File: src/hw/rtl/cpml_pkg.sv
// cpml_pkg: shared types and constants of the column projection minimum locator
// register indexes, reset values, field widths, queue geometry, item flags
// no dependencies
`default_nettype none

package cpml_pkg;

  // field widths fixed by the interface
  localparam int PIX_W   = 8;
  localparam int SUM_W   = 14;
  localparam int OCOL_W  = 10;
  localparam int POS_W   = 14;
  localparam int CFG_W   = 11;
  localparam int CIDX_W  = 2;
  localparam int SW_W    = 11;
  localparam int SR_W    = 7;
  localparam int LEN_W   = 10;
  localparam int SHIFT_W = 11;

  // configuration register indexes
  localparam logic [CIDX_W-1:0] CFG_STRIP_WIDTH  = 2'd0;
  localparam logic [CIDX_W-1:0] CFG_STRIP_ROWS   = 2'd1;
  localparam logic [CIDX_W-1:0] CFG_RAIL_LENGTH  = 2'd2;
  localparam logic [CIDX_W-1:0] CFG_CENTER_SHIFT = 2'd3;

  // configuration reset values
  localparam logic [SW_W-1:0]           RST_STRIP_WIDTH  = 11'd640;
  localparam logic [SR_W-1:0]           RST_STRIP_ROWS   = 7'd3;
  localparam logic [LEN_W-1:0]          RST_RAIL_LENGTH  = 10'd300;
  localparam logic signed [SHIFT_W-1:0] RST_CENTER_SHIFT = -11'sd36;

  localparam logic [SUM_W-1:0]        SUM_MAX = 14'h3FFF;
  localparam logic signed [POS_W-1:0] POS_MIN = -14'sd8192;
  localparam logic signed [POS_W-1:0] POS_MAX = 14'sd8191;

  // queue between front and back
  localparam int Q_DEPTH = 4;
  localparam int Q_AW    = 2;

  typedef struct packed {
    logic first_row;
    logic last_row;
    logic frame_end;
  } cpml_flags_t;

endpackage

`default_nettype wire

File: src/hw/rtl/cpml_pos.sv
// cpml_pos: per-frame position unit: offset, multiply, restoring division
// one quotient bit a cycle, saturation and the result register; uses cpml_pkg
`default_nettype none

module cpml_pos #(
  parameter int MAX_COLUMNS = 1024,
  localparam int COL_W = $clog2(MAX_COLUMNS),
  localparam int W_W   = $clog2(MAX_COLUMNS + 1)
) (
  input  logic                              clk,
  input  logic                              rst_n,
  input  logic                              start,
  input  logic [COL_W-1:0]                  start_col,
  input  logic [cpml_pkg::SUM_W-1:0]        start_sum,
  input  logic [W_W-1:0]                    eff_w,
  input  logic [cpml_pkg::LEN_W-1:0]        rail_length,
  input  logic signed [cpml_pkg::SHIFT_W-1:0] center_shift,
  output logic                              idle,
  output logic                              out_valid,
  input  logic                              out_stall,
  output logic [cpml_pkg::OCOL_W-1:0]       out_min_column,
  output logic [cpml_pkg::SUM_W-1:0]        out_min_sum,
  output logic signed [cpml_pkg::POS_W-1:0] out_position_tenths_mm
);

  localparam int PROD_W = COL_W + cpml_pkg::LEN_W;
  localparam int NUM_W  = PROD_W + 4;
  localparam int P_W    = NUM_W + 2;
  localparam int CNT_W  = $clog2(NUM_W);

  typedef enum logic [5:0] {
    S_IDLE = 6'b000001,
    S_MUL  = 6'b000010,
    S_SCL  = 6'b000100,
    S_DIV  = 6'b001000,
    S_FIN  = 6'b010000,
    S_OUT  = 6'b100000
  } pos_state_t;

  pos_state_t          state_r, state_nxt;
  logic [COL_W-1:0]    col_r;
  logic [cpml_pkg::SUM_W-1:0] sum_r;
  logic                neg_r;
  logic [COL_W-1:0]    dmag_r;
  logic [PROD_W-1:0]   prod_r;
  logic [NUM_W-1:0]    quo_r;
  logic [W_W-1:0]      rem_r;
  logic [CNT_W-1:0]    cnt_r;
  logic signed [W_W:0] d;
  logic [W_W:0]        trial;
  logic                ge;
  logic signed [P_W-1:0] qs;
  logic signed [P_W-1:0] p;
  logic signed [cpml_pkg::POS_W-1:0] p_sat;

  assign idle      = (state_r == S_IDLE);
  assign out_valid = (state_r == S_OUT);

  // signed distance of the column from the strip center
  assign d = $signed({1'b0, W_W'(start_col)}) - $signed({1'b0, eff_w >> 1});

  assign trial = {rem_r, quo_r[NUM_W-1]};
  assign ge    = (trial >= (W_W+1)'(eff_w));

  always_comb begin
    qs = $signed(P_W'(quo_r));
    if (neg_r) begin
      qs = -qs;
    end
    p = qs + P_W'(center_shift);
    if (p < P_W'(cpml_pkg::POS_MIN)) begin
      p_sat = cpml_pkg::POS_MIN;
    end else if (p > P_W'(cpml_pkg::POS_MAX)) begin
      p_sat = cpml_pkg::POS_MAX;
    end else begin
      p_sat = cpml_pkg::POS_W'(p);
    end
  end

  always_comb begin
    state_nxt = state_r;
    unique case (state_r)
      S_IDLE: if (start) state_nxt = S_MUL;
      S_MUL:  state_nxt = S_SCL;
      S_SCL:  state_nxt = S_DIV;
      S_DIV:  if (cnt_r == '0) state_nxt = S_FIN;
      S_FIN:  state_nxt = S_OUT;
      S_OUT:  if (!out_stall) state_nxt = S_IDLE;
      default: state_nxt = S_IDLE;
    endcase
  end

  always_ff @(posedge clk) begin
    if (!rst_n) begin
      state_r <= S_IDLE;
    end else begin
      state_r <= state_nxt;
    end
  end

  always_ff @(posedge clk) begin
    case (state_r)
      S_IDLE: begin
        if (start) begin
          col_r  <= start_col;
          sum_r  <= start_sum;
          neg_r  <= d[W_W];
          dmag_r <= d[W_W] ? COL_W'(-d) : COL_W'(d);
        end
      end
      S_MUL: begin
        prod_r <= PROD_W'(dmag_r) * PROD_W'(rail_length);
      end
      S_SCL: begin
        // times ten as 8x + 2x
        quo_r <= NUM_W'({prod_r, 3'b000}) + NUM_W'({prod_r, 1'b0});
        rem_r <= '0;
        cnt_r <= CNT_W'(NUM_W - 1);
      end
      S_DIV: begin
        rem_r <= ge ? W_W'(trial - (W_W+1)'(eff_w)) : W_W'(trial);
        quo_r <= {quo_r[NUM_W-2:0], ge};
        cnt_r <= cnt_r - CNT_W'(1);
      end
      S_FIN: begin
        out_min_column         <= cpml_pkg::OCOL_W'(col_r);
        out_min_sum            <= sum_r;
        out_position_tenths_mm <= p_sat;
      end
      default: begin
      end
    endcase
  end

endmodule

`default_nettype wire

File: config.mk
export PLATFORM = sky130hd
export DESIGN_NAME = cpml_pos
export DESIGN_NICKNAME = d
export VERILOG_FILES = /design/src/hw/rtl/cpml_pkg.sv /design/src/hw/rtl/cpml_pos.sv
export SDC_FILE = /design/constraint.sdc
export NUM_CORES = 1
export LEC_CHECK = 0
export ABC_AREA = 1
export BUFFER_PORTS_ARGS = -buffer_cell sky130_fd_sc_hd__buf_2
export CELL_PAD_IN_SITES_DETAIL_PLACEMENT = 0
export CELL_PAD_IN_SITES_GLOBAL_PLACEMENT = 1
export CORE_ASPECT_RATIO = 1.2
export CORE_UTILIZATION = 47
export DETAILED_ROUTE_END_ITERATION = 12
export PLACE_DENSITY_LB_ADDON = 0.05
export SLEW_MARGIN = 15
export SYNTH_ARGS = -nofsm -noshare
export SYNTH_HDL_FRONTEND = slang
export SYNTH_SLANG_ARGS = --single-unit
File: constraint.sdc
create_clock -name clk -period 7.2 [get_ports clk]
set_clock_uncertainty 0.2 [all_clocks]
set_input_delay 0.72 -clock clk [delete_from_list [all_inputs] [get_ports clk]]
set_output_delay 0.72 -clock clk [all_outputs]
set_load 0.03 [all_outputs]
; After elaboration in Yosys (flattened, before gate mapping)
; Index checks and enable logic that the tools add are counted.
[totals]
register_bits = 139
inputBits = 60
output_inout_bits = 40
word_cells = 47
[op_classes]
n_addsub = 7
n_mul = 1
magnitude_cmp = 3
n_eq_ne = 9
muxes = 11
reduce_logical = 4
[op_table]
columns = cell, n
row1 = $pmux W24 S2, 1
row2 = $pmux W6 S6, 1
row3 = $add A26 B11 Y26, 1
row4 = $gt A26 B14 Y1 const B, 1
row5 = $lt A26 B14 Y1 const B, 1
row6 = $mux W26, 1
row7 = $neg A24 Y26, 1
row8 = $add A23 B21 Y24, 1
row9 = $pmux W11 S2, 1
row10 = $mul A10 B10 Y20, 1
row11 = $mux W6, 3
row12 = $mux W14, 1
row13 = $ge A12 B11 Y1, 1
row14 = $mux W11, 1
row15 = $sub A10 B10 Y11, 1
row16 = $sub A11 B11 Y11, 1
row17 = $mux W10, 1
row18 = $neg A10 Y10, 1
row19 = $pmux W5 S2, 1
row20 = $eq A6 B1 Y1 const B, 1
row21 = $eq A6 B2 Y1 const B, 1
row22 = $eq A6 B3 Y1 const B, 1
row23 = $eq A6 B4 Y1 const B, 1
row24 = $eq A6 B5 Y1 const B, 1
row25 = other kinds (7), 9

; Logic depth before layout (Yosys ltp)
[logic_depth]
ltp_word = 5
mapped_depth = 27
depth_no_buf = 26

; Worst setup path after synthesis
; Ideal clock, no wire load.
[synth_timing]
kind = input -> register
startpoint = in rail_length[3] in the netlist's numbering
endpoint = reg prod_r[15] (data pin)
setup_time_ps = 259
t_arrival_ps = 4969
t_required_ps = 6741
path_slack_ps = 1772
cell_stages = 18
n_path_buf = 1
path_cell_list = clkbuf_1 > nand2_1 > fa_1 > inv_1 > fa_1 > inv_1 > fa_1 > fa_1 > fa_1 > inv_1 > ha_1 > a21oi_1 > o211ai_1 > a31oi_1 > o21ai_0 > nand2_1 > nand2_1 > xor2_1
[synth_via]
elab_chain_len = 1
[synth_lines]
columns = element, line_no
row1 = start: declaration, cpml_pos.sv:16  ; input logic [cpml_pkg::LEN_W-1:0] rail_length,
row2 = $mul A10 B10 Y20, cpml_pos.sv:112  ; prod_r <= PROD_W'(dmag_r) * PROD_W'(rail_length);
row3 = end signal: assignment, cpml_pos.sv:112
row4 = end: declaration, cpml_pos.sv:45  ; logic [PROD_W-1:0] prod_r;
; Every way passes these cells.
; A chain may end at the register's enable or synchronous reset.

; Final worst setup path
[layout_timing]
startpoint = reg dmag_r[5]
endpoint = reg prod_r[15] (data pin)
[layout_via]
elab_chain_len = 1
[layout_lines]
columns = element, line_no
row1 = start: declaration, cpml_pos.sv:44  ; logic [COL_W-1:0] dmag_r;
row2 = start signal: assignment, cpml_pos.sv:108  ; dmag_r <= d[W_W] ? COL_W'(-d) : COL_W'(d);
row3 = $mul A10 B10 Y20, cpml_pos.sv:112
; Every way passes these cells.

==> impl_metrics.yaml <==
synth:
  async_flop_share: 0
  yosys_warnings: 0
  syn-instance-count: 1588
  synth_area_per_cell_um2: 8.21
  seq_area_frac_synth: 0.316
  synth_ff_type: "edfxtp_1"
  syn_nets: 1841
  ys_ff_latch: 139
  synth.distinct_cells: 47
  synth.cell_area_um2: 13000
  synth_edf_count: 133
critical_path:
  reg2reg_from: "dmag_r[5]"
  cp.arrival_ns: 5.37
  crit_type: "reg2reg"
  r2r_end: "prod_r[15]"
  r2r_setup_slack_ns: 1.81
  crit_path_start_kind: "flip-flop"
  cp_max_fo: 10
  worst_r2r_path_depth: 19
  cp.required_ns: 7.18
  end_kind: "flip-flop"
finish:
  drive_gt1_frac: 0.130
  nets: 1928
  diodes: 0
  stdcell_area_um2: 14400
  fillCellCount: 2601
  area_growth_pct: 10.8
  multi_input_area_um2: 7670
  final_cell_mix: "nand2_1, inv_1, edfxtp_1, ha_1, buf_2"
  seq_area_um2: 4110
  layout_commonest_cell: "nand2_1"
floorplan:
  dieArea_um2: 28400
  start_util: 0.480
  die_w_um: 154
  rows: 66
  num_io_pins: 100
  core_um2: 27200
  die_height_um: 184
timing:
  drv_slew: 0
  whs_ns: 0.219
  hold_viol: 0
  rsz0062_at_grt: "false"
  clock.fmax_mhz: 185
  post-route-period-util: 0.749
  relSlewSlack: 0.338
  worst_pin_slew_ns: 0.989
  setup_viol: 0
  min_period_ns: 5.39
  setup_tns_ns: 0
cts:
  postCtsSetupBuffers: 0
  cts_sinks: 139
  cts_tree: "built"
  cts-hold-fix-buffers: 0
  h-tree-depth: 4
  clock-root-buffer: "clkbuf_16"
  post_cts_resized: 0
  cts_buffer_depth: 2
  numCtsBuffers: 17
  insertion_delay_ns: 0.43
  path_clk_slew_ns: 0.07
grt:
  grt_use_total: 0.225
  grt_overflow: 0
  grt_pass1_vias: 10300
  grt_start_max_net_pins: 46
  antenna_found_initial: 0
  grt_first_pass_wirelength_um: 49800
routing:
  ant_nets: 0
  dr.pass1.iters: 5
  vias: 10200
  routed_wl_um: 29800
  routed.top_layer: "met4"
  met3_length_um: 696
  route.detailed.drc: 0
  drt_iter0_drc: 407
  vias_per_cell: 5.02
  wl_met2_um: 16100
  wl_met1_um: 12500
  wire_per_inst_um: 14.7
worst_hold_path:
  hold_end: "out_min_sum[12]"
  holdPathStages: 0
  hp-class: "reg2reg"
  min-delay-start: "sum_r[12]"
place:
  postPlaceCellArea_um2: 13800
  dp.final_hpwl_um: 24300
  routabilityCongestion: 0.853
  io_buffers: 99
status:
  status: "complete, no violations"
job:
  drv_cap: 0
power:
  p_per_area_nw_per_um2: 328
  report.power.total_mw: 4.73
  ir_drop_v: 0.000436
  p_leak_nw: 7.17
[layout make-up]
| type | count | area share |
|---|---|---|
| Multi-Input combinational cell | 1117 | 0.531 |
| Timing Repair Buffer | 102 | 0.0359 |
| Tap cell | 340 | 0.0295 |
| Clock buffer | 17 | 0.0295 |
| Clock inverter | 15 | 0.0120 |
| Sequential cell | 139 | 0.285 |
| Inverter | 298 | 0.0775 |
[per-layer routing]
metal,GRT usage,up-vias
li1,-,5297
met1,0.252,4711
met2,0.442,143
met3,0.0249,33
met4,0.0660,0
met5,0,-
[cell families (layout without fill, tap and decap cells)]
kind of cell,count (synthesis),in the layout,synth area share
compound gates,206,206,0.0907
xor+xnor,83,83,0.0564
fa+ha+maj,193,193,0.223
buf+inv,332,432,0.0975
flops,139,139,0.316
simple gates,635,635,0.216
[power by group]
| group | total (mW) | internal [mW] | switching [mW] |
|---|---|---|---|
| logic | 2.71 | 1.04 | 1.67 |
| clock network | 0.884 | 0.468 | 0.416 |
| registers | 1.14 | 1.08 | 0.0557 |
| total | 4.73 | 2.59 | 2.14 |
[state kept, by name, indices dropped and copies added (netlist names)]
register	flops
neg_r	1
state_r	6
prod_r	20
dmag_r	10
col_r	10
quo_r	24
out_min_column	10
out_position_tenths_mm	14
out_min_sum	14
cnt_r	5
sum_r	14
rem_r	11
[critical path, cell delays in order, from the launching register on]
cell and delay (ns):
edfxtp_1 0.65, nand2_1 0.15, fa_1 0.56, inv_1 0.06
fa_1 0.53, inv_1 0.06, fa_1 0.46, fa_1 0.52
fa_1 0.54, inv_1 0.04, ha_1 0.33, nand2_1 0.08
nor2_1 0.18, nand2_1 0.08, o211ai_1 0.11, a31oi_1 0.10
o21ai_0 0.27, nand2_1 0.08, nand2_1 0.08, xor2_1 0.06
[cells in the mapped netlist (3+ instances only)]
cell type,count,area (um2)
buf_2,4,20.0
clkbuf_1,28,105
ha_1,127,1590
nor3_2,3,30.0
a31oi_1,8,50.1
fa_1,66,1320
o211ai_1,7,52.6
nand3b_1,4,30.0
nand4_1,15,93.8
nand2_1,397,1490
inv_1,279,1050
nor2_1,73,274
inv_2,15,56.3
nand3_2,7,70.1
edfxtp_1,133,3990
clkinv_1,4,15.0
nor2_4,7,78.8
o21bai_1,9,67.6
o21ai_0,58,290
nand2_2,15,93.8
a21o_1,4,30.0
dfxtp_1,6,120
o31ai_1,6,45.0
a21oi_2,13,114
nor2_2,8,50.1
nor3_1,19,95.1
nand3_1,68,340
xnor2_1,24,210
or2_2,7,43.8
xor2_1,58,508
a21oi_1,93,465
[stage by stage]
step,cells,worst slack [ns],utilization
floorplan,1588,1.77,-
CTS,2028,1.77,0.532
finish,2028,1.81,0.532
global route,2028,1.37,0.532
detailed placement,1996,1.54,0.510
global placement,1996,1.59,0.510
[how the worst max path moves through the flow]
stage                    from    endpoint  slack (ns)  cells after the start
6_report            dmag_r[5]  prod_r[15]        1.81                     19
5_1_grt             dmag_r[6]  prod_r[15]        1.37                     19
4_1_cts             dmag_r[5]  prod_r[15]        1.77                     19
3_5_place_dp   rail_length[3]  prod_r[15]        1.54                     20
3_3_place_gp   rail_length[3]  prod_r[15]        1.59                     20
2_1_floorplan  rail_length[3]  prod_r[15]        1.77                     18
(Power assumes the default switching activity.)
