File: src/hw/rtl/cpml_pkg.sv
// cpml_pkg: shared types and constants of the column projection minimum locator
// register indexes, reset values, field widths, queue geometry, item flags
// no dependencies
`default_nettype none

package cpml_pkg;

  // field widths fixed by the interface
  localparam int PIX_W   = 8;
  localparam int SUM_W   = 14;
  localparam int OCOL_W  = 10;
  localparam int POS_W   = 14;
  localparam int CFG_W   = 11;
  localparam int CIDX_W  = 2;
  localparam int SW_W    = 11;
  localparam int SR_W    = 7;
  localparam int LEN_W   = 10;
  localparam int SHIFT_W = 11;

  // configuration register indexes
  localparam logic [CIDX_W-1:0] CFG_STRIP_WIDTH  = 2'd0;
  localparam logic [CIDX_W-1:0] CFG_STRIP_ROWS   = 2'd1;
  localparam logic [CIDX_W-1:0] CFG_RAIL_LENGTH  = 2'd2;
  localparam logic [CIDX_W-1:0] CFG_CENTER_SHIFT = 2'd3;

  // configuration reset values
  localparam logic [SW_W-1:0]           RST_STRIP_WIDTH  = 11'd640;
  localparam logic [SR_W-1:0]           RST_STRIP_ROWS   = 7'd3;
  localparam logic [LEN_W-1:0]          RST_RAIL_LENGTH  = 10'd300;
  localparam logic signed [SHIFT_W-1:0] RST_CENTER_SHIFT = -11'sd36;

  localparam logic [SUM_W-1:0]        SUM_MAX = 14'h3FFF;
  localparam logic signed [POS_W-1:0] POS_MIN = -14'sd8192;
  localparam logic signed [POS_W-1:0] POS_MAX = 14'sd8191;

  // queue between front and back
  localparam int Q_DEPTH = 4;
  localparam int Q_AW    = 2;

  typedef struct packed {
    logic first_row;
    logic last_row;
    logic frame_end;
  } cpml_flags_t;

endpackage

`default_nettype wire

File: src/hw/rtl/cpml_front.sv
// cpml_front: accepts pixel items, keeps the column and row counters
// and tags each item with its column and row position flags; uses cpml_pkg
`default_nettype none

module cpml_front #(
  parameter int MAX_COLUMNS = 1024,
  parameter int MAX_ROWS    = 64,
  localparam int COL_W = $clog2(MAX_COLUMNS),
  localparam int W_W   = $clog2(MAX_COLUMNS + 1),
  localparam int ROW_W = (MAX_ROWS > 1) ? $clog2(MAX_ROWS) : 1,
  localparam int R_W   = $clog2(MAX_ROWS + 1)
) (
  input  logic                       clk,
  input  logic                       rst_n,
  input  logic                       in_valid,
  output logic                       in_stall,
  input  logic [cpml_pkg::PIX_W-1:0] in_pixel,
  input  logic                       in_frame_start,
  input  logic [W_W-1:0]             eff_w,
  input  logic [R_W-1:0]             eff_r,
  input  logic                       q_full,
  output logic                       push,
  output logic [cpml_pkg::PIX_W-1:0] push_pixel,
  output logic [COL_W-1:0]           push_col,
  output cpml_pkg::cpml_flags_t      push_flags
);

  logic [COL_W-1:0] col_cnt_r, col_cnt_nxt;
  logic [ROW_W-1:0] row_cnt_r, row_cnt_nxt;
  logic [COL_W-1:0] col;
  logic [ROW_W-1:0] row;
  logic             last_col;
  logic             last_row;

  assign in_stall = q_full;
  assign push     = in_valid && !q_full;

  assign col = in_frame_start ? '0 : col_cnt_r;
  assign row = in_frame_start ? '0 : row_cnt_r;

  // a shrunk width or row count ends the row or frame early
  assign last_col = ((W_W+1)'(col) + (W_W+1)'(1)) >= (W_W+1)'(eff_w);
  assign last_row = ((R_W+1)'(row) + (R_W+1)'(1)) >= (R_W+1)'(eff_r);

  assign push_pixel           = in_pixel;
  assign push_col             = col;
  assign push_flags.first_row = (row == '0);
  assign push_flags.last_row  = last_row;
  assign push_flags.frame_end = last_col && last_row;

  always_comb begin
    col_cnt_nxt = col_cnt_r;
    row_cnt_nxt = row_cnt_r;
    if (push) begin
      col_cnt_nxt = last_col ? '0 : col + COL_W'(1);
      row_cnt_nxt = row;
      if (last_col) begin
        row_cnt_nxt = last_row ? '0 : row + ROW_W'(1);
      end
    end
  end

  always_ff @(posedge clk) begin
    if (!rst_n) begin
      col_cnt_r <= '0;
      row_cnt_r <= '0;
    end else begin
      col_cnt_r <= col_cnt_nxt;
      row_cnt_r <= row_cnt_nxt;
    end
  end

endmodule

`default_nettype wire

File: config.mk
export PLATFORM = sky130hd
export DESIGN_NAME = cpml_front
export DESIGN_NICKNAME = d
export VERILOG_FILES = /design/src/hw/rtl/cpml_pkg.sv /design/src/hw/rtl/cpml_front.sv
export SDC_FILE = /design/constraint.sdc
export NUM_CORES = 1
export LEC_CHECK = 0
export ABC_AREA = 1
export BUFFER_PORTS_ARGS = -buffer_cell sky130_fd_sc_hd__buf_2
export CORE_MARGIN = 5
export CORE_UTILIZATION = 47
export DETAILED_ROUTE_END_ITERATION = 10
export GPL_TIMING_DRIVEN = 0
export MAX_ROUTING_LAYER = met4
export PLACE_DENSITY = 0.77
export SYNTH_ARGS = -nofsm -noshare
export SYNTH_HDL_FRONTEND = slang
export SYNTH_SLANG_ARGS = --single-unit
File: constraint.sdc
create_clock -name clk -period 2.2 [get_ports clk]
set_input_delay 0.22 -clock clk [delete_from_list [all_inputs] [get_ports clk]]
set_output_delay 0.22 -clock clk [all_outputs]
set_load 0.05 [all_outputs]
======== Yosys cells after proc, flatten, opt, wreduce, memory -nomap -nowiden ========
Index checks and enable logic that the tools add are counted.
cells by class
  reductions and logical operators ........ 4
  magnitude comparators ................... 2
  mux-type cells .......................... 5
  add/sub/neg operators ................... 4
operators by type and width
  operator                                                          count
  10-bit 2-to-1 mux                                                 2
  6-bit 2-to-1 mux                                                  3
  10-bit by 1-bit adder with 11-bit output (second input constant)  1
  11-bit greater-or-equal comparator                                1
  10-bit by 1-bit adder with 10-bit output (second input constant)  1
  6-bit by 1-bit adder with 7-bit output (second input constant)    1
  7-bit greater-or-equal comparator                                 1
  6-bit by 1-bit adder with 6-bit output (second input constant)    1
  6-bit logical NOT                                                 1
  1-bit logical AND                                                 2
  1-bit logical NOT                                                 1
word-level totals
  word-level logic and storage cells ...... 17
  flip-flop bits (word level) ............. 16
  input bits .............................. 31
  output and inout port bits .............. 23

======== Logic depth before layout (Yosys ltp) ========
  word-level depth ........................ 5
  depth in mapped cells ................... 20
  depth with buffers taken out ............ 20

======== Worst setup path after synthesis ========
Ideal clock, no wire load.
  path kind ............................... input to output
  from .................................... input in_frame_start
  to ...................................... output push_flags[0] in the netlist's numbering
  buffers on the path ..................... 1
  data required time ...................... 1.980 ns
  setup slack ............................. -1.128 ns
  arrival ................................. 3.108 ns
  stages on the path ...................... 13
  cell sequence ........................... buf_6 -> nor2_1 -> and3_1 -> nand2_1 -> nor2_2 -> nor2_2 -> ha_1 -> nand2_2 -> nor2_4 -> nand2_1 -> nor2_2 -> nor2_4 -> a21oi_1
RTL lines
  item         line              RTL
  from (decl)  cpml_front.sv:18  input logic in_frame_start,
  to (decl)    cpml_front.sv:25  output cpml_pkg::cpml_flags_t push_flags

======== Worst setup path after layout ========
  from .................................... register col_cnt_r[0]
  to ...................................... register col_cnt_r[4]
between the ends
  cells in the longest elaborated chain, start to end .. 4
  elaborated cells between the ends (all ways) .. 5
  those cells by class .................... add/sub: 2; order compare: 1; mux: 2
RTL lines
  item                                      line              RTL
  from (decl)                               cpml_front.sv:28  logic [COL_W-1:0] col_cnt_r, col_cnt_nxt;
  from (signal assigned)                    cpml_front.sv:68  col_cnt_r <= col_cnt_nxt;
  10-bit 2-to-1 mux *                       cpml_front.sv:38  assign col = in_frame_start ? '0 : col_cnt_r;
  10-bit by 1-bit adder with 11-bit output  cpml_front.sv:42  assign last_col = ((W_W+1)'(col) + (W_W+1)'(1)) >= (W_W+1)'(eff_w);
  11-bit greater-or-equal comparator        cpml_front.sv:42
  10-bit 2-to-1 mux *                       cpml_front.sv:55  col_cnt_nxt = last_col ? '0 : col + COL_W'(1);
Mark *: on every way between the ends. The rest lies on a longest branch, timed or not.
A chain may end at the register's enable or synchronous reset.

==> reports/metrics.sh <==
FILLCELLCOUNT=273
SETUP_SLACK_NS=-0.4500
FLOW.AREA_GROWTH_FROM_SYNTHESIS_PCT=47.97
GP_CONGESTION=0.8341
POST_SYNTH_INST_COUNT=283
SYN_AREA_PER_CELL_UM2=6.305
FAILED_CHECKS='setup timing'
CRITICAL_PATH.MAX_STAGE_DELAY_NS=0.35
SETUP_VIOL_COUNT_FINAL=18
ROUTE.VIAS.TOTAL=2009
FINALHOLDVIOLCOUNT=0
RUN_STATUS='finished with violations'
ROUTED_VIA_DENSITY=4.960
SYNTH.NET_COUNT=334
FINAL-SEQ-AREA_UM2=327.8
NETLIST-CELL-TYPE-COUNT=25
FF2FF_SETUP_SLACK_NS=-0.45
STATIC-LEAKAGE-POWER_nW=1.471
MAX_SLEW_HEADROOM_PCT=62.33
SYNTH_MUX_AREA_SHARE_PCT=0
START_UTIL_PCT=48.74
DIODES_INSERTED=0
FINAL_NETS=410
DRC=0
DR.PASS1.ITERS=5
GRT_PASS1_VIAS=1849
SYNTH_ADDER_AREA_SHARE_PCT=14.03
LARGEST_FAMILY_OF_LOGIC_CELLS_BY_SYNTHESIZED_AREA='simple AND/OR/NAND/NOR gates'
FLOORPLAN.DIE_AREA_UM2=5129
YOSYSWARNINGS=0
CLKLATENCYLATEPIN_NS=0.25
SEQUENTIAL_AREA_SHARE_AFTER_SYNTHESIS_PCT=17.95
YOSYS.AREA_SHARE.XOR_XNOR_PCT=2.454
GRT_USAGE_PCT=19.07
SYNTHESIS.AREA_UM2=1784
CTS.CLK_SLEW.WORST_PATHS_NS=0.06
CLOCK_SINK_COUNT=16
SYNTH-SEQ-CELLS=16
CTS.ROOT.BUFFER_CELL='sky130_fd_sc_hd__clkbuf_8'
GRT_START_MAX_NET_PINS=11
CRIT_PATH_MAX_FANOUT=7
HOLDBUFCOUNTCTS=0
SYNTH-COMPOUND-AREA-SHARE_PCT=8.766
PATH_CLASS='flip-flop to flip-flop'
CTS_TREE='built'
CRITPATHCAPTURETYPE='flip-flop'
GRT_PASS1_WL_MM=7.872
CP_CELL_SEQUENCE='nand2_4 -> nor2_4 -> nand2_4 -> nor2_8 -> buf_6 -> a21oi_2 -> nor2_2 -> ha_1 -> nand2_2 -> inv_2 -> a21oi_2 -> nand2_2 -> nor2_4 -> buf_6 -> nand2_8 -> nor2_4 -> nand2_2 -> a21oi_1'
CTS_INSERTED_BUFFERS=3
GRT_SETUP_UNREPAIRED='true'
DESIGN.PORTCOUNT=54
DETAIL_ROUTE.WL_PER_CELL_UM=12.85
TIMING_MAX_TRANSITION_VIOLATIONS_FINAL=0
TIMING.CRITICAL_PATH.SLOWEST_STAGE_CELL='sky130_fd_sc_hd__dfxtp_2'
FP.DIEW_UM=71.62
IO_BUFFERS=45
HOLDCRITPATHCLASS='primary input to flip-flop'
HOLD_WS_NS=0.3276
MIN_PERIOD_OVER_PERIOD_PCT=120.5
HPWL_MM=3.217
TIMING.FMAX_MHz=377.4
CP_NUM_BUF_INV=3
DRT-TOTAL-WL_MM=5.203
CRITPATHTOPFAMILY='simple AND/OR/NAND/NOR gates'
ROWS=22
WORST_EP_ARRIVAL_TIME_NS=2.82
MULTI_INPUT_GATE_AREA_IN_THE_FINAL_LAYOUT_UM2=1439
CLOCK-SKEW-FINAL_NS=0.003469
CTS-ROOT-TO-SINK-BUFFERS=2
MAX-CAP-VIOLATIONS=0
ANTENNA_VIOLATING_NETS_POST_ROUTE=0
ANTENNA_FOUND_INITIAL=0
PLACEMENT_STAGE_WORST_SETUP_SLACK_NS=-0.6361
FINAL.MIN_CLOCK_PERIOD_NS=2.650
GRT.OVERFLOW.TOTAL=0
MAX_SLEW.WORST_PIN.SLEW_NS=0.5651
CTS.HTREE.LEVELS=1
SYNTHSIMPLEGATEAREAFRAC_PCT=39.13
FRACTION_OF_LAYOUT_CELLS_WITH_A_SIZE_SUFFIX_ABOVE_1_PCT=49.02
POWER-PER-CELL-AREA_nW_PER_UM2=275.1
SETUP.WORST_PATH.START_CLASS='flip-flop'
CORE-AREA_UM2=3661
DIE_HEIGHT_UM=71.62
CRITICAL_PATH_REQUIRED_NS=2.37
DETAILEDROUTE.FIRSTITERATIONVIOLATIONS=116
IR_DROP_uV=323.8
routing by layer:
metal | GRT usage [%] | vias to the layer above | share of wire (%) | routed length, µm
met5 | - | - | 0 | 0
met4 | 1.670 | 0 | 1.8 | 93
met3 | 4.208 | 12 | 6.3 | 328
met2 | 33.47 | 72 | 52 | 2695
met1 | 23.11 | 923 | 40 | 2087
li1 | - | 1002 | - | -
registers in the layout, summed over array words and instances (netlist names):
name / flops
col_cnt_r: 10
row_cnt_r: 6
kinds of logic (layout without fill, tap and decap cells):
group,count (synthesis),count (layout)
AND/OR/NAND/NOR,145,146
buffers and inverters,72,145
AO/OA/AOI/OAI,25,25
adder cells (fa/ha/maj),20,20
flip-flops,16,16
XOR/XNOR,5,5
power by group:
part / leakage (nW) / switching (mW) / total (mW) / internal [mW]
combinational: 1.32 / 0.134 / 0.208 / 0.0738
clock: 0.0216 / 0.101 / 0.222 / 0.122
sequential: 0.132 / 0.00245 / 0.296 / 0.294
metrics by stage:
stage               util [%]  setup TNS, ns  std cells  instance area [µm²]  total power, mW
floorplan                  -         -4.754        283                 1819           0.4377
global placement       57.48         -9.714        376                 2105           0.4822
detailed placement     57.48         -10.47        376                 2105           0.4855
CTS                    66.13         -6.142        399                 2421           0.7127
global route           72.11         -8.869        405                 2640           0.7689
finish                 72.11         -6.442        405                 2640           0.7262
cell usage in the layout (no fill, tap or decap), types with 2 or more instances in the layout:
cell,synthesis,routed
sky130_fd_sc_hd__nor2_8,2,2
sky130_fd_sc_hd__nor2_1,23,16
sky130_fd_sc_hd__xor2_1,5,3
sky130_fd_sc_hd__buf_4,10,30
sky130_fd_sc_hd__nand3_2,1,5
sky130_fd_sc_hd__clkbuf_8,0,3
sky130_fd_sc_hd__nand2_4,3,6
sky130_fd_sc_hd__a21oi_2,4,9
sky130_fd_sc_hd__nand2_1,76,60
sky130_fd_sc_hd__nand3_1,20,15
sky130_fd_sc_hd__nor2_4,4,9
sky130_fd_sc_hd__nand2_2,5,17
sky130_fd_sc_hd__a21oi_1,18,11
sky130_fd_sc_hd__dfxtp_1,16,10
sky130_fd_sc_hd__nor2_2,7,10
sky130_fd_sc_hd__buf_6,1,6
sky130_fd_sc_hd__ha_4,0,5
sky130_fd_sc_hd__dfxtp_2,0,6
sky130_fd_sc_hd__inv_2,7,13
sky130_fd_sc_hd__buf_2,0,43
sky130_fd_sc_hd__inv_1,52,46
sky130_fd_sc_hd__a21oi_4,0,2
sky130_fd_sc_hd__ha_1,20,15
sky130_fd_sc_hd__clkbuf_1,2,2
layout make-up:
type,instances,share of cell area (%)
sequential,16,12.42
clock buffer,3,1.564
buffer,13,3.555
multi-input combinational,196,54.50
tap,48,2.275
inverter,59,8.389
timing repair buffer,70,17.30
worst register-to-register path, stage by stage, from the launching register on:
cell                      delay (ns)
sky130_fd_sc_hd__dfxtp_2        0.35
sky130_fd_sc_hd__nand2_4        0.06
sky130_fd_sc_hd__nor2_4         0.12
sky130_fd_sc_hd__nand2_4        0.08
sky130_fd_sc_hd__nor2_8         0.18
sky130_fd_sc_hd__buf_6          0.13
sky130_fd_sc_hd__a21oi_2        0.05
sky130_fd_sc_hd__nor2_2         0.10
sky130_fd_sc_hd__ha_1           0.25
sky130_fd_sc_hd__nand2_2        0.13
sky130_fd_sc_hd__inv_2          0.05
sky130_fd_sc_hd__a21oi_2        0.15
sky130_fd_sc_hd__nand2_2        0.08
sky130_fd_sc_hd__nor2_4         0.15
sky130_fd_sc_hd__buf_6          0.15
sky130_fd_sc_hd__nand2_8        0.09
sky130_fd_sc_hd__nor2_4         0.25
sky130_fd_sc_hd__nand2_2        0.07
sky130_fd_sc_hd__a21oi_1        0.15
cells in the mapped netlist (all sizes together):
master  instances  area [µm²]
nand2          84       350.3
a31oi           1       6.260
ha             20       250.2
buf            11       86.33
nand3          21       110.1
a21boi          1       18.77
o22ai           1       6.260
nand4           1       6.260
nor3            2       10.01
clkbuf          2       7.510
inv            59       221.5
a21oi          22       125.1
xor2            5       43.79
dfxtp          16       320.3
and3            1       6.260
nor2           36       215.2
final timing paths:
path              cells after the start          from           end
hold reg to reg                       2  row_cnt_r[0]  row_cnt_r[0]
setup / recovery                     18  col_cnt_r[0]  col_cnt_r[4]
hold / removal                        4        q_full  row_cnt_r[0]
setup reg to reg                     18  col_cnt_r[0]  col_cnt_r[4]
timing repair:
| action | in CTS | in global routing |
|---|---|---|
| setup endpoints to repair | 18 | 18 |
| cloned | 1 | 0 |
| resized for setup | 26 | 41 |
| pin swaps | 22 | 30 |
| buffers inserted | 19 | 6 |
No activity file was read; power rests on OpenSTA's default activity.
