==> src/hw/rtl/cpml_pkg.sv <==
// cpml_pkg: shared types and constants of the column projection minimum locator
// register indexes, reset values, field widths, queue geometry, item flags
// no dependencies
`default_nettype none

package cpml_pkg;

  // field widths fixed by the interface
  localparam int PIX_W   = 8;
  localparam int SUM_W   = 14;
  localparam int OCOL_W  = 10;
  localparam int POS_W   = 14;
  localparam int CFG_W   = 11;
  localparam int CIDX_W  = 2;
  localparam int SW_W    = 11;
  localparam int SR_W    = 7;
  localparam int LEN_W   = 10;
  localparam int SHIFT_W = 11;

  // configuration register indexes
  localparam logic [CIDX_W-1:0] CFG_STRIP_WIDTH  = 2'd0;
  localparam logic [CIDX_W-1:0] CFG_STRIP_ROWS   = 2'd1;
  localparam logic [CIDX_W-1:0] CFG_RAIL_LENGTH  = 2'd2;
  localparam logic [CIDX_W-1:0] CFG_CENTER_SHIFT = 2'd3;

  // configuration reset values
  localparam logic [SW_W-1:0]           RST_STRIP_WIDTH  = 11'd640;
  localparam logic [SR_W-1:0]           RST_STRIP_ROWS   = 7'd3;
  localparam logic [LEN_W-1:0]          RST_RAIL_LENGTH  = 10'd300;
  localparam logic signed [SHIFT_W-1:0] RST_CENTER_SHIFT = -11'sd36;

  localparam logic [SUM_W-1:0]        SUM_MAX = 14'h3FFF;
  localparam logic signed [POS_W-1:0] POS_MIN = -14'sd8192;
  localparam logic signed [POS_W-1:0] POS_MAX = 14'sd8191;

  // queue between front and back
  localparam int Q_DEPTH = 4;
  localparam int Q_AW    = 2;

  typedef struct packed {
    logic first_row;
    logic last_row;
    logic frame_end;
  } cpml_flags_t;

endpackage

`default_nettype wire

==> src/hw/rtl/cpml_queue.sv <==
// cpml_queue: short first-in first-out queue of tagged pixel items
// between the front and the back; uses cpml_pkg
`default_nettype none

module cpml_queue #(
  parameter int COL_W = 10
) (
  input  logic                       clk,
  input  logic                       rst_n,
  input  logic                       push,
  input  logic [cpml_pkg::PIX_W-1:0] push_pixel,
  input  logic [COL_W-1:0]           push_col,
  input  cpml_pkg::cpml_flags_t      push_flags,
  output logic                       full,
  input  logic                       pop,
  output logic                       head_valid,
  output logic [cpml_pkg::PIX_W-1:0] head_pixel,
  output logic [COL_W-1:0]           head_col,
  output cpml_pkg::cpml_flags_t      head_flags
);

  localparam int AW = cpml_pkg::Q_AW;

  logic [cpml_pkg::PIX_W-1:0] pix_r   [cpml_pkg::Q_DEPTH];
  logic [COL_W-1:0]           col_r   [cpml_pkg::Q_DEPTH];
  cpml_pkg::cpml_flags_t      flags_r [cpml_pkg::Q_DEPTH];
  logic [AW-1:0]              wr_ptr_r, rd_ptr_r;
  logic [AW:0]                cnt_r, cnt_nxt;

  assign full       = (cnt_r == (AW+1)'(cpml_pkg::Q_DEPTH));
  assign head_valid = (cnt_r != '0);
  assign head_pixel = pix_r[rd_ptr_r];
  assign head_col   = col_r[rd_ptr_r];
  assign head_flags = flags_r[rd_ptr_r];

  always_comb begin
    cnt_nxt = cnt_r;
    case ({push, pop})
      2'b10:   cnt_nxt = cnt_r + (AW+1)'(1);
      2'b01:   cnt_nxt = cnt_r - (AW+1)'(1);
      default: cnt_nxt = cnt_r;
    endcase
  end

  always_ff @(posedge clk) begin
    if (!rst_n) begin
      wr_ptr_r <= '0;
      rd_ptr_r <= '0;
      cnt_r    <= '0;
    end else begin
      cnt_r <= cnt_nxt;
      if (push) begin
        wr_ptr_r <= wr_ptr_r + AW'(1);
      end
      if (pop) begin
        rd_ptr_r <= rd_ptr_r + AW'(1);
      end
    end
  end

  always_ff @(posedge clk) begin
    if (push) begin
      pix_r[wr_ptr_r]   <= push_pixel;
      col_r[wr_ptr_r]   <= push_col;
      flags_r[wr_ptr_r] <= push_flags;
    end
  end

endmodule

`default_nettype wire

==> config.mk <==
export PLATFORM = sky130hd
export DESIGN_NAME = cpml_queue
export DESIGN_NICKNAME = d
export VERILOG_FILES = /design/src/hw/rtl/cpml_pkg.sv /design/src/hw/rtl/cpml_queue.sv
export SDC_FILE = /design/constraint.sdc
export NUM_CORES = 1
export LEC_CHECK = 0
export BUFFER_PORTS_ARGS = -buffer_cell sky130_fd_sc_hd__buf_2
export CAP_MARGIN = 20
export CELL_PAD_IN_SITES_DETAIL_PLACEMENT = 0
export CELL_PAD_IN_SITES_GLOBAL_PLACEMENT = 2
export CORE_ASPECT_RATIO = 1.25
export CORE_UTILIZATION = 47
export CTS_CLUSTER_SIZE = 16
export DETAILED_ROUTE_END_ITERATION = 16
export PLACE_DENSITY_LB_ADDON = 0.1
export SLEW_MARGIN = 25
export SYNTH_ARGS = -nofsm -noshare
export SYNTH_HDL_FRONTEND = slang
export SYNTH_SLANG_ARGS = --single-unit
==> constraint.sdc <==
create_clock -name clk -period 5 [get_ports clk]
set_input_delay 1 -clock clk [delete_from_list [all_inputs] [get_ports clk]]
set_output_delay 1 -clock clk [all_outputs]
set_load 0.1 [all_outputs]
# After elaboration in Yosys (flattened, before gate mapping)
# Memories as Yosys holds them, arrays and structs flattened. A register that Yosys moved wholly into a read port is not among the register bits.
# Index checks and enable logic that the tools add are counted.
totals:
  ram_bits: 84
  mem_count: 3
  reg_bits: 7
  inputBits: 25
  rom_bits: 0
  latchBits: 0
mem_list:
  columns: ["memory", "words", "word_bits", "read_ports", "rd_ports_with_merged_regs", "write_ports", "line_no", "source"]
  rows:
  - ["col_r", 4, 10, 1, 1, 1, "cpml_queue.sv:25", "logic [COL_W-1:0] col_r [cpml_pkg::Q_DEPTH];"]
  - ["pix_r", 4, 8, 1, 1, 1, "cpml_queue.sv:24", "logic [cpml_pkg::PIX_W-1:0] pix_r [cpml_pkg::Q_DEPTH];"]
  - ["flags_r", 4, 3, 1, 1, 1, "cpml_queue.sv:26", "cpml_pkg::cpml_flags_t flags_r [cpml_pkg::Q_DEPTH];"]
classes:
  muxes: 9
  bitwise: 0
  order_cmp: 0
  eq_ne: 3
  reduce_logical: 2
  shift: 0
  div_mod_pow: 0
  add_sub_neg: 4
  n_mul: 0
ops:
  columns: ["op", "count"]
  rows:
  - ["$mux W2", 6]
  - ["$pmux W3 S2", 1]
  - ["$add A2 B1 Y2 const B", 2]
  - ["$add A3 B1 Y3 const B", 1]
  - ["$eq A3 B3 Y1 const B", 1]
  - ["$reduce_bool A3 Y1", 1]
  - ["$sub A3 B1 Y3 const B", 1]
  - ["$eq A2 B1 Y1 const B", 1]
  - ["$eq A2 B2 Y1 const B", 1]
  - ["$mux W1", 2]
  - ["$reduce_bool A2 Y1", 1]

# Longest topological paths before layout
# Gate-level depths: netlist (run 1).
logic_depth:
  depth_word: 3
  mapped_depth: 7
  ltp_nobuf: 7

# Worst setup path after synthesis (run 1)
# Ideal clock, no wire load.
synth_path:
  kind: "flip-flop to output port"
  from: "reg (tool-made name)"
  to: "out head_pixel[5] (netlist name)"
  t_arrival_ps: 1371
  path_buffers: 0
  stages_incl_launch_ff: 2
  required_ps: 4000
  setup_slack_ps: 2629
  path_cell_list: "dfxtp_1 > mux4_1"
synth_rtl:
  columns: ["element", "line_no", "source"]
  rows:
  - ["to (decl)", "cpml_queue.sv:17", "output logic [cpml_pkg::PIX_W-1:0] head_pixel,"]

==> results of run 1 <==
[kinds of logic after synthesis]
group / synth area share
AOI/OAI and AO/OA: 0.005030
buffers and inverters: 0.01580
xor gates and xnor gates: 0.01257
and+or+nand+nor: 0.02730
adders and majority gates: 0.02371
muxes: 0.1397
DFF: 0.7759
[sequential cells by signal (all words and copies together), names as in the netlist, named ones only]
| name | cells |
|---|---|
| cnt_r | 3 |
| col_r | 40 |
| rd_ptr_r | 2 |
| pix_r | 32 |
| flags_r | 12 |
| wr_ptr_r | 2 |
[power groups by stage]
stage,combinational [mW],sequential (mW),clock [mW]
final,0.352,0.916,0.541
after global routing,0.367,0.923,0.587
after CTS,0.358,0.918,0.554
after detailed placement,0.357,0.936,0
after global placement,0.352,0.933,0
after floorplan,0.314,0.916,0
[cell type report]
class,instances,area share
clock buffers,9,0.03075
clock inverters,7,0.02423
inverters,6,0.005592
multi-input cells,52,0.1814
flip-flops and latches,93,0.6716
well taps,90,0.02796
repair buffers,47,0.05840
[critical path, cell delays in order, from the launching register on]
cell and delay, ns:
dfxtp_2 0.85, mux4_1 0.66, buf_2 0.31
[synth_stat cells]
master	number	share of area
xnor2_1	2	0.0050
ha_1	5	0.018
nand2_1	2	0.0022
fa_1	1	0.0057
or3_1	2	0.0036
xor2_1	3	0.0075
and3_1	1	0.0018
buf_2	2	0.0029
edfxtp_1	84	0.72
buf_6	2	0.0065
mux2i_1	1	0.0029
a21boi_0	1	0.0022
mux4_1	1	0.0075
and2_1	10	0.018
nor2b_1	1	0.0018
o21ai_0	2	0.0029
mux4_2	20	0.13
inv_1	6	0.0065
dfxtp_1	9	0.052
[metrics by stage]
step | std cells | hold WS (ns) | worst slack [ns]
after floorplan | 155 | 0.4679 | 2.629
final | 304 | 0.5464 | 1.810
after detailed placement | 288 | 0.5317 | 2.117
after global placement | 288 | 0.4839 | 2.161
after CTS | 304 | 0.5434 | 1.736
after global routing | 304 | 0.5756 | 1.678
[metal layers]
metal | track usage | share of wire | up-vias
li1 | - | - | 726
met1 | 0.1836 | 0.38 | 817
met2 | 0.2812 | 0.55 | 40
met3 | 0.04486 | 0.042 | 12
met4 | 0.08811 | 0.025 | 0
met5 | 0 | 0 | -
[cell usage in the layout, fill, tap and decap left out]
cell type / netlist / layout
and2_2: 0 / 4
fa_1: 1 / 1
buf_2: 2 / 47
nand2_1: 2 / 2
o21ai_0: 2 / 2
xor2_1: 3 / 3
mux4_2: 20 / 20
mux4_1: 1 / 1
inv_1: 6 / 6
mux2i_1: 1 / 1
clkinvlp_4: 0 / 2
or3_1: 2 / 2
dfxtp_2: 0 / 2
and2_1: 10 / 6
dfxtp_1: 9 / 7
clkbuf_8: 0 / 9
and3_1: 1 / 1
ha_1: 5 / 5
clkinv_2: 0 / 1
inv_6: 0 / 2
bufinv_16: 0 / 2
a21boi_0: 1 / 1
xnor2_1: 2 / 2
edfxtp_1: 84 / 84
nor2b_1: 1 / 1
[path summary, 6_finish.rpt]
check	from	end	slack [ns]	depth (start not counted)
setup / recovery	flop	head_pixel[5]	1.81	2
hold / removal	cnt_r[2]$_SDFFE_PN0P_	cnt_r[2]$_SDFFE_PN0P_	0.55	2
setup reg to reg	cnt_r[0]$_SDFFE_PN0P_	cnt_r[2]$_SDFFE_PN0P_	3.41	5
hold reg to reg	cnt_r[2]$_SDFFE_PN0P_	cnt_r[2]$_SDFFE_PN0P_	0.55	2
==> metrics, run 1 <==
fmax=313.5 MHz; Initial DRC Count=134; Tmin final=3.190 ns; worst path arrival time=2.19 ns; skew final=0.006216 ns; layout cell share with drive strength beyond 1=0.4159; largest net degree at the start of global routing=22; status=completed; switch share=0.3087; Global Route Usage Sum=0.1640; RSZ-0062 raised after global routing=no; Nets=240; setup TNS=0 ns; Reg area=2705 um^2; ant diodes=0; CTS tree=built; clock share of power=0.299; FILL cells=573; Critical Path RT=4.00 ns; initial antenna violation count=0; Pins Over Slew Limit=0; Hold Path Class=reg -> reg; worst skew pair latency=0.35 ns; Worst Tran Pin Value=0.7882 ns; CTS Sinks=93; drt first pass iters=4; Synth cell types=19; I/O Pins=48; post-layout util=0.5703; DRC=0; multi-input logic area=730.7 um^2; Routed Antenna Nets=0; via/cell ratio=5.247; register area share after synthesis=0.7759; Syn Std Cell Area=3483 um^2; Avg WL per Cell=18.43 um; DRT Wirelength=5602 um; # rows=34; Synth Warn #=0; Root Buffer=clkbuf_8; Initial Util=0.4933; syn_area_per_cell=22.47 um^2; Hold Fails Final Rpt=0; MaxCap Viol Count=0; CTS-repair resized insts=0; leakage power total=1.391 nW; Area Growth Syn to Fin=15.62%; clk buf depth=2; setup violators final=0; Area after DPL=3805 um^2; Internal Dissipation=1.251 mW; crit share post-route=0.6380; CTS Buf Count=9; first-pass GRT wire length=8990 um; chip width=79 um; gpl congestion=0.6517; Gate Count Post-Synth=155; CP Capture Type=output pin; HPWL after detailed placement=3563 um; Seq pwr share=0.506; vias in the first global route=1,788; syn_nets=186; Setup CP Type=reg -> out; H-tree level count=3; clk slew on worst S/H paths=0.09 ns; grt ovf=0; relative slew slack=0.4746; PD cells=449.2 nW/um^2; Gate power share=0.195; Chip Height=98.25 um; Post-CTS Setup Bufs=0; IO Port Bufs=47; die area=7762 um^2; area of the core=7062 um^2; PnR Total Power=1.809 mW; post-synthesis register bit count=93; crit path launch type=flop; Peak VDD IR=0.2015 mV; NetSw=0.5584 mW; final instance area=4028 um^2; CTS Hold Buffers Added=0; worst-path maximum fanout=21; Vias=1,595
(Power assumes the default switching activity.)
==> run 2, diff against run 1 <==
--- a/config.mk
+++ b/config.mk
@@ -5,12 +5,13 @@
 export SDC_FILE = /design/constraint.sdc
 export NUM_CORES = 1
 export LEC_CHECK = 0
+export ABC_AREA = 1
 export BUFFER_PORTS_ARGS = -buffer_cell sky130_fd_sc_hd__buf_2
 export CAP_MARGIN = 20
 export CELL_PAD_IN_SITES_DETAIL_PLACEMENT = 0
 export CELL_PAD_IN_SITES_GLOBAL_PLACEMENT = 2
 export CORE_ASPECT_RATIO = 1.25
-export CORE_UTILIZATION = 47
+export CORE_UTILIZATION = 36
 export CTS_CLUSTER_SIZE = 16
 export DETAILED_ROUTE_END_ITERATION = 16
 export PLACE_DENSITY_LB_ADDON = 0.1
==> constraint.sdc (replaced) <==
create_clock -name clk -period 2.9 [get_ports clk]
set_input_delay 0.58 -clock clk [delete_from_list [all_inputs] [get_ports clk]]
set_output_delay 0.58 -clock clk [all_outputs]
set_load 0.1 [all_outputs]
==> metrics, run 2 <==
fmax=389.5 MHz; Internal Dissipation=2.191 mW (+75%); Worst Tran Pin Value=0.7258 ns (-0.06235 ns); syn_area_per_cell=13.83 um^2 (-38%); synth top area cells=edfxtp_1, dfxtp_1, nor2_1, o21ai_0, o22ai_1; area share of the largest cell type after synthesis=0.6990 (-0.02511); CP Capture Type=output pin; worst-path maximum fanout=19 (-9.5%); setup TNS=0 ns (unchanged); setup violators final=0 (unchanged); die area=10,430 um^2 (+34%); chip width=91.55 um (+16%); most common library cells after synthesis=edfxtp_1, nor2_1, o21ai_0; Tmin final=2.568 ns; Nets=346 (+44%); skew final=0.004155 ns (-0.002061 ns); Critical R2R Launch=wr_ptr_r[0]$_SDFFE_PN0P_; Async S/R FF share, synth=0 (unchanged); Area Growth Syn to Fin=16.68%; number of synthesized flops with an enable pin=84 (unchanged); relative slew slack=0.5156 (+0.04103); Pins Over Slew Limit=0 (unchanged); Global Route Usage Sum=0.1502 (-0.01378); CTS Buf Count=9 (unchanged); Met1 Wirelength=3153 um (+49%); R2R depth=5 (unchanged); Setup CP Type=reg -> out; H-tree level count=3 (unchanged); post-synthesis register bit count=93 (unchanged); grt ovf=0 (unchanged); status=completed; CTS Sinks=93 (unchanged); Post-CTS Setup Bufs=0 (unchanged); leakage power total=1.556 nW (+12%); R2R Path End=pix_r[2][0]$_DFFE_PP_; clock share of power=0.320 (+0.021); Synth cell types=21 (+2); met2 WL=3489 um (+12%); most common cell after layout, fill and taps aside=edfxtp_1; CTS tree=built; Initial DRC Count=95 (-29%); crit path launch type=flop; clk buf depth=2 (unchanged); Chip Height=113.9 um (+16%); hold path start=rd_ptr_r[1]$_SDFFE_PN0P_; main flop type after synthesis=edfxtp_1; hold depth=1 (-1); crit share post-route=0.8854; DRC=0 (unchanged); FILL cells=901 (+57%); CTS Hold Buffers Added=0 (unchanged); Gate power share=0.188 (-0.007); Yosys top cell by area=edfxtp_1; first-pass GRT wire length=11,380 um (+27%); initial antenna violation count=0 (unchanged); Largest regs=col_r: 40 flops, pix_r: 32 flops, flags_r: 12 flops; syn_nets=292 (+57%); Vias=2,112 (+32%); DP Worst Slack=0.6731 ns (-1.444 ns); gpl congestion=0.6730 (+3.3%); Initial Util=0.3736 (-0.1197); Avg WL per Cell=15.87 um (-14%); fin worst setup slack=0.3323 ns (-1.478 ns); switch share=0.3028 (-0.005833); RSZ-0062 raised after global routing=no; Hold Fails Final Rpt=0 (unchanged); Critical Path RT=2.32 ns (-1.68 ns); Hold Path Class=reg -> reg; Area after DPL=3961 um^2 (+4.1%); most common cell in the synthesized netlist=edfxtp_1; clk slew on worst S/H paths=0.06 ns (-0.03 ns); worst path arrival time=1.99 ns (-0.20 ns); Syn Std Cell Area=3608 um^2 (+3.6%); Seq pwr share=0.493 (-0.013); PD cells=746.4 nW/um^2 (+66%); Routed Antenna Nets=0 (unchanged); most frequent cells in the layout=edfxtp_1, buf_2, nor2_1; # rows=40 (+18%); Peak VDD IR=0.2660 mV (+32%); Gate Count Post-Synth=261 (+68%); Root Buffer=clkbuf_16; HPWL after detailed placement=4253 um (+19%); IO Port Bufs=47 (unchanged); ant diodes=0 (unchanged); register area share after synthesis=0.7490 (-0.02690); MaxCap Viol Count=0 (unchanged); final instance area=4210 um^2 (+4.5%); via/cell ratio=4.746 (-9.5%); area of the core=9659 um^2 (+37%); CTS-repair resized insts=0 (unchanged); DRT Wirelength=7062 um (+26%); NetSw=0.9516 mW (+70%); r2r setup slk=1.18 ns (-2.23 ns); I/O Pins=48 (unchanged); drt first pass iters=4 (unchanged); Top Metal Used=met4; Synth Warn #=0 (unchanged); post-layout util=0.4359 (-0.1345); met3 wire len=245 um (+3.4%); layout cell share with drive strength beyond 1=0.2320 (-0.1839); vias in the first global route=2,120 (+19%); largest net degree at the start of global routing=43 (+95%); Biggest register=col_r; worst skew pair latency=0.33 ns (-0.02 ns); max reg flops=40 (unchanged)
run 2: worst max-delay path, stage by stage (launching register included):
cell	delay, ns
dfxtp_2	0.61
buf_4	0.29
o21ai_0	0.11
o22ai_1	0.18
buf_2	0.45
run 2: cell families (layout without fill, tap and decap cells):
logic type	after synthesis	count (layout)	synth area share
buf+inv	30	88	0.05132
flops	93	93	0.7490
compound gates	74	74	0.1134
fa+ha+maj	6	6	0.02289
simple gates	58	58	0.06345
run 2: layer usage:
metal,track usage,vias up
met3,0.03067,11
li1,-,1061
met1,0.1834,999
met2,0.2491,41
met5,0,-
met4,0.08360,0
run 2: per-stage QoR:
stage / total power, mW / cells / hold slack, ns
floorplan: 2.058 / 261 / 0.4115
CTS: 3.182 / 445 / 0.4481
detailed placement: 2.174 / 430 / 0.4428
finish: 3.143 / 445 / 0.4429
global route: 3.259 / 445 / 0.4539
global placement: 2.173 / 430 / 0.4342
run 2: worst max-delay path by stage:
stage	start	endpoint	slack [ns]	cells past startpoint
6_report	flop	head_flags[1]	0.33	4
3_3_place_gp	flop	head_flags[1]	0.67	4
3_5_place_dp	flop	head_flags[1]	0.67	4
2_1_floorplan	flop	head_col[7]	0.19	5
4_1_cts	flop	head_flags[1]	0.30	4
5_1_grt	flop	head_flags[1]	0.22	4
run 2: power groups by stage:
stage,Sequential (mW),Combinational (mW),Clock (mW)
3_5_place_dp,1.58,0.596,0
5_1_grt,1.56,0.626,1.08
6_report,1.55,0.589,1.00
4_1_cts,1.55,0.597,1.04
2_1_floorplan,1.57,0.491,0
3_3_place_gp,1.58,0.595,0
run 2: cell type report:
cell class | count | area (um^2) | share of cell area
inverter | 17 | 71.32 | 0.01694
tap | 126 | 157.7 | 0.03744
sequential | 93 | 2704 | 0.6422
timing repair buffer | 56 | 302.8 | 0.07192
clock buffer | 11 | 232.7 | 0.05527
multi-input combinational | 138 | 725.7 | 0.1724
clock inverter | 4 | 16.27 | 0.003863
